[config.mk]
export PLATFORM = sky130hd
export DESIGN_NAME = lmsanc_mul
export DESIGN_NICKNAME = d
export VERILOG_FILES = /design/src/rtl/lmsanc_pkg.sv /design/src/rtl/lmsanc_mul.sv
export SDC_FILE = /design/constraint.sdc
export NUM_CORES = 2
export LEC_CHECK = 0
export ABC_AREA = 1
export BUFFER_PORTS_ARGS = -buffer_cell sky130_fd_sc_hd__clkbuf_2
export CAP_MARGIN = 20
export CORE_MARGIN = 3
export CORE_UTILIZATION = 40
export CTS_BUF_LIST = sky130_fd_sc_hd__clkbuf_16
export CTS_CLUSTER_SIZE = 8
export DETAILED_ROUTE_END_ITERATION = 6
export GPL_TIMING_DRIVEN = 1
export SYNTH_ARGS = -nofsm -noshare
export SYNTH_HDL_FRONTEND = slang
export SYNTH_SLANG_ARGS = --single-unit
[constraint.sdc]
create_clock -name clk -period 17.9 [get_ports clk]
set_clock_uncertainty 0.2 [all_clocks]
set_input_delay 3.58 -clock clk [delete_from_list [all_inputs] [get_ports clk]]
set_output_delay 3.58 -clock clk [all_outputs]
set_load 0.02 [all_outputs]
[src/rtl/lmsanc_pkg.sv]
`timescale 1ns / 1ps

package lmsanc_pkg;

  // Default configuration of the filter.
  localparam int TAPS_DEF = 128;
  localparam int WFB_DEF  = 24;

  // Fixed field and datapath widths.
  localparam int SAMPLE_W       = 16;
  localparam int WEIGHT_W       = 32;
  localparam int STEP_W         = 24;
  localparam int STEP_FRAC_BITS = 24;
  localparam int K_W            = STEP_W + SAMPLE_W;   // step times error magnitude
  localparam int MUL_A_W        = K_W + 1;
  localparam int MUL_B_W        = SAMPLE_W + 1;
  localparam int PROD_W         = MUL_A_W + MUL_B_W;
  localparam int DELTA_W        = 64;                  // rescaled update magnitude
  localparam int NW_W           = DELTA_W + 1;         // weight plus signed update

  localparam logic [STEP_W-1:0] STEP_RESET = 24'd167772;

  // Operand selection of the shared multiplier.
  localparam logic [1:0] MUL_FIR  = 2'd0;   // weight times delayed reference
  localparam logic [1:0] MUL_UPD  = 2'd1;   // gain times reference magnitude
  localparam logic [1:0] MUL_STEP = 2'd2;   // step size times error magnitude

  // Magnitude of a signed sample; the most negative value maps to 2^15.
  function automatic logic [SAMPLE_W-1:0] mag16(input logic signed [SAMPLE_W-1:0] v);
    logic signed [SAMPLE_W:0] ext;
    logic signed [SAMPLE_W:0] neg;
    ext = (SAMPLE_W+1)'(v);
    neg = -ext;
    return v[SAMPLE_W-1] ? neg[SAMPLE_W-1:0] : ext[SAMPLE_W-1:0];
  endfunction

endpackage

[src/rtl/lmsanc_mul.sv]
`timescale 1ns / 1ps

// Shared multiplier with a registered product. The operand pair is chosen by op.
module lmsanc_mul import lmsanc_pkg::*; (
  input  logic                       clk,
  input  logic [1:0]                 op,
  input  logic signed [WEIGHT_W-1:0] weight,
  input  logic signed [SAMPLE_W-1:0] sample,
  input  logic [K_W-1:0]             gain,
  input  logic [STEP_W-1:0]          step,
  input  logic [SAMPLE_W-1:0]        err_mag,
  output logic signed [PROD_W-1:0]   prod_r
);

  logic signed [MUL_A_W-1:0] opa;
  logic signed [MUL_B_W-1:0] opb;
  logic signed [PROD_W-1:0]  prod_nxt;

  always_comb begin
    case (op)
      MUL_FIR: begin
        opa = MUL_A_W'(weight);
        opb = MUL_B_W'(sample);
      end
      MUL_UPD: begin
        opa = $signed({1'b0, gain});
        opb = $signed({1'b0, mag16(sample)});
      end
      MUL_STEP: begin
        opa = $signed(MUL_A_W'(step));
        opb = $signed({1'b0, err_mag});
      end
      default: begin
        opa = '0;
        opb = '0;
      end
    endcase
  end

  assign prod_nxt = opa * opb;

  always_ff @(posedge clk) begin
    prod_r <= prod_nxt;
  end

endmodule

Yosys cells after proc, flatten, opt, wreduce, memory -nomap -nowiden
Cells that the tools add are included.

storage, ports and cells
  register bits after elaboration = 58
  latch bits = 0
  RAM bits = 0
  bits in read-only memories = 0
  input bits = 131
  output and inout bits = 58
  logic and storage cells = 9
  memories kept = 0

operators by class
  add/subtract/negate cells = 1
  multipliers = 1
  divide/modulo/power cells = 0
  order comparisons = 0
  equality and inequality tests = 2
  shift operators = 0
  mux-type cells = 3
  bitwise operators = 0
  reduce and logical (&&, ||, !) cells = 1

operator list
  cell                                                  count
  one-hot mux 41 bit (3 select lines)                   1
  multiplier 41 x 17 -> 58 bit                          1
  one-hot mux 17 bit (3 select lines)                   1
  2-to-1 mux 16 bit                                     1
  negation 16 bit                                       1
  equality test 2 x 1 -> 1 bit (second input constant)  1
  equality test 2 bit (second input constant)           1
  logical NOT 2 bit                                     1

Logic depth before layout (Yosys ltp)
  depth after elaboration = 4
  gate-level depth with buffers = 36

Worst setup path before layout
OpenSTA, ideal clock, no wires.

  path type = in2reg
  start point = in sample[15]
  end point = reg prod_r[57]
  setup time = 0.112 ns
  data arrival time = 9.445 ns
  required time = 17.588 ns
  slack = 8.143 ns
  stages on the path = 27
  cells stage by stage = buf_2 -> inv_1 -> buf_2 -> o21ai_0 -> nand3_1 -> nand2_2 -> inv_2 -> nor2_1 -> inv_1 -> fa_1 -> inv_1 -> fa_1 -> inv_1 -> fa_1 -> fa_1 -> fa_1 -> fa_1 -> inv_1 -> ha_1 -> nand2_1 -> nor2_1 -> nand2_1 -> nor3_1 -> and2_1 -> nand2_1 -> nand3_1 -> nand2_1

between the ends
  longest elaborated chain between the ends = 4

RTL lines
  item                                     line              text
  start, declared                          lmsanc_mul.sv:8   input logic signed [SAMPLE_W-1:0] sample,
  negation 16 bit                          lmsanc_pkg.sv:33  neg = -ext;
  2-to-1 mux 16 bit                        lmsanc_pkg.sv:34  return v[SAMPLE_W-1] ? neg[SAMPLE_W-1:0] : ext[SAMPLE_W-1:0];
  one-hot mux 17 bit (3 select lines) (*)  lmsanc_mul.sv:20  case (op)
  multiplier 41 x 17 -> 58 bit (*)         lmsanc_mul.sv:40  assign prod_nxt = opa * opb;
  net prod_nxt[57]                         lmsanc_mul.sv:17  logic signed [PROD_W-1:0] prod_nxt;
  end signal, assigned                     lmsanc_mul.sv:43  prod_r <= prod_nxt;
  end, declared                            lmsanc_mul.sv:12  output logic signed [PROD_W-1:0] prod_r

Mark *: on every way through the listed nets, which the timed path passes. The rest lies on a longest branch.

Worst setup path after layout
  start point = in op[0]
  end point = reg prod_r[56]

between the ends
  longest elaborated chain between the ends = 3
  elaborated cells on any way between the ends = 6
  classes of those cells = mul: 1; eq/ne: 2; mux: 2; reduce/logical: 1

RTL lines
  item                                                                                        line              text
  start, declared                                                                             lmsanc_mul.sv:6   input logic [1:0] op,
  equality test 2 bit (tied with other cells)                                                 lmsanc_mul.sv:20
  one-hot mux 41 bit (3 select lines) or one-hot mux 17 bit (3 select lines) (tied branches)  lmsanc_mul.sv:20
  multiplier 41 x 17 -> 58 bit (*)                                                            lmsanc_mul.sv:40
  net prod_nxt[56]                                                                            lmsanc_mul.sv:17

Marks and branches as above.

==> impl_metrics.tcl <==
set metrics [dict create \
    outcome "finished, final reports clean" \
    htree_num_levels 3 \
    worst_setup_path_start_kind "input pin" \
    ios 189 \
    area_delta_synth_final_pct 7.19 \
    yosysMostFrequentCell "inv_1" \
    grt_max_degree 42 \
    cpPeakStageDelay_ps 850 \
    crit_path_end "prod_r[56]$_DFF_P_" \
    crit_path_frequent_cell "fa_1" \
    startpoint "op[0]" \
    vias_per_cell 4.92 \
    diodes 0 \
    synth_ff_type "dfxtp_1" \
    largest_reg_flops 58 \
    globalplace.congestion 0.993 \
    portBuffers 188 \
    maxCapViolations 0 \
    drc_errors 0 \
    root_buffer "clkbuf_16" \
    drive_above_1_share_pct 7.65 \
    ant_nets 0 \
    critPathSlowestCell "fa_1" \
    place_area_um2 29400 \
    ys_ff_latch 58 \
    ys_types 39 \
    die_area_um2 72500 \
    period_minus_slack_ps 11910 \
    timing.hold.ws_ps 3820 \
    dpl.hpwl_um 76100 \
    wirelength_um 90000 \
    post-route-period-util_pct 66.6 \
    cp-end-kind "flop" \
    register_area_um2 1160 \
    min_delay_path_depth 5 \
    multi_input_area_um2 22000 \
    syn_inst 3699 \
    ir_worst_vdd_mv 0.153 \
    grtUsageTotal_pct 25.5 \
    synth.avg_cell_area_um2 7.49 \
    cts_buffers 9 \
    largestRegisters "prod_r (58)" \
    synthesis.area_um2 27700 \
    dieWidth_um 269 \
    postCtsHoldBufs 0 \
    crit_arrival_ps 11960 \
    fin_cells 4749 \
    ys_async_sr_fraction_pct 0 \
    hold_path.class "in2reg" \
    finalMaxSlewViolations 0 \
    critPathRequiredTime_ps 17940 \
    ys_warn_count 0 \
    cts_tree "built" \
    cts.sinks 58 \
    start_util_pct 40.8 \
    grt_pass1_wl_um 143000 \
    rows 95 \
    rsz0062_at_grt "no" \
    clkTransAtPathRegs_ps 60 \
    gr-total-overflow 0 \
    ys_seq_area_share_pct 4.19 \
    wl_per_cell_um 18.9 \
    critical_path_cell_count 27 \
    cp_max_fo 28 \
    leakagePower_nw 17.0 \
    cts_max_path_buffers 2 \
    antenna_found_initial 0 \
    worst_slew_pin_slew_ps 1140 \
    crit_family "adder cells" \
    synth_edf_count 0 \
    drtIter0Drc 1690 \
    grt_pass1_vias 25100 \
    fp.dieH_um 269 \
    max_freq_mhz 83.9 \
    syn_nets 4620 \
    fin_area_um2 29700 \
    synth.area.top_cells "fa_1 (47%), inv_1 (14%), nand2_1 (13%)" \
    drtPass1Iterations 5 \
    relSlewSlack_pct 24.3 \
    post_cts_buffers 0 \
    coreArea_um2 67900 \
    critical_path_class "in2reg" \
    top_register "prod_r" \
    fill_cells 7082 \
    cts_resized 0 \
    pwr_density_cell_nw_per_um2 186 \
    nets 4744 \
    hold_viol_final 0 \
    synth_area_leader_cell "fa_1" \
    vias 23400 \
    fin_setup_tns_ps 0 \
    yosys-top-cells-count "inv_1 (1032), nand2_1 (997), fa_1 (656)" \
    path_buf_inv 8 \
    finalSetupViolCount 0 \
    synth_top_area_share_pct 47.4 \
    placed_cells 4733 \
]
-- worst min-delay path: cells and delay by family --
| kind | cells | cell delay (ps) |
|---|---|---|
| buf+inv | 3 | 490 |
| simple gates | 1 | 140 |
| compound gates | 1 | 70 |
-- layout by cell type, fill, tap and decap left out, types with 58 or more instances in the layout --
master and instances:
nand2_1 997, nor2_1 331, dfxtp_1 58, a21oi_1 89, clkbuf_2 188, inv_1 1032
nand3_1 94, fa_1 656, ha_1 134
-- layer usage --
metal | global-route usage (%) | wire [um] | up-vias
li1 | - | - | 10700
met1 | 32.1 | 34900 | 11600
met2 | 45.3 | 45000 | 882
met3 | 2.83 | 6170 | 171
met4 | 9.45 | 3880 | 0
met5 | 0 | 0 | -
-- kinds of logic (layout without fill, tap and decap cells) --
family          Yosys count  after routing  synth area share [%]
compound gates          158            158                  3.36
buf+inv                1156           1285                  16.4
fa+ha+maj               790            790                  53.4
simple gates           1499           1499                  21.5
flops                    58             58                  4.19
xor+xnor                 38             38                  1.20
-- how the worst min path moves through the flow --
| stage | from | endpoint | slack [ps] |
|---|---|---|---|
| 2_1_floorplan | op[1] | prod_r[0]$_DFF_P_ | 3570 |
| 3_3_place_gp | prod_r[0]$_DFF_P_ | prod_r[0] | 3800 |
| 3_5_place_dp | prod_r[30]$_DFF_P_ | prod_r[30] | 3800 |
| 6_report | op[1] | prod_r[0]$_DFF_P_ | 3820 |
| 5_1_grt | op[1] | prod_r[0]$_DFF_P_ | 3850 |
| 4_1_cts | op[1] | prod_r[0]$_DFF_P_ | 3800 |
-- area by class of cell --
cell class	count	share of cell area, %
clock inverter	7	0.152
timing repair buffer	211	3.75
multi-input combinational	2485	74.2
sequential	58	3.91
inverter	1058	13.4
tap	921	3.88
clock buffer	9	0.758
-- where the power goes --
group          total [mW]  switching [mW]  internal, mW
clock network       0.158          0.0653        0.0929
registers           0.270          0.0245         0.246
logic                5.10            3.42          1.67
-- through the flow --
step | setup WS [ps] | util (%) | total power, mW
after floorplan | 8140 | - | 3.64
after global placement | 5780 | 43.4 | 5.38
after detailed placement | 5650 | 43.4 | 5.37
after CTS | 6000 | 43.8 | 5.57
after global routing | 5370 | 43.8 | 6.15
final | 5990 | 43.8 | 5.52
No activity file was read; power rests on OpenSTA's default activity.
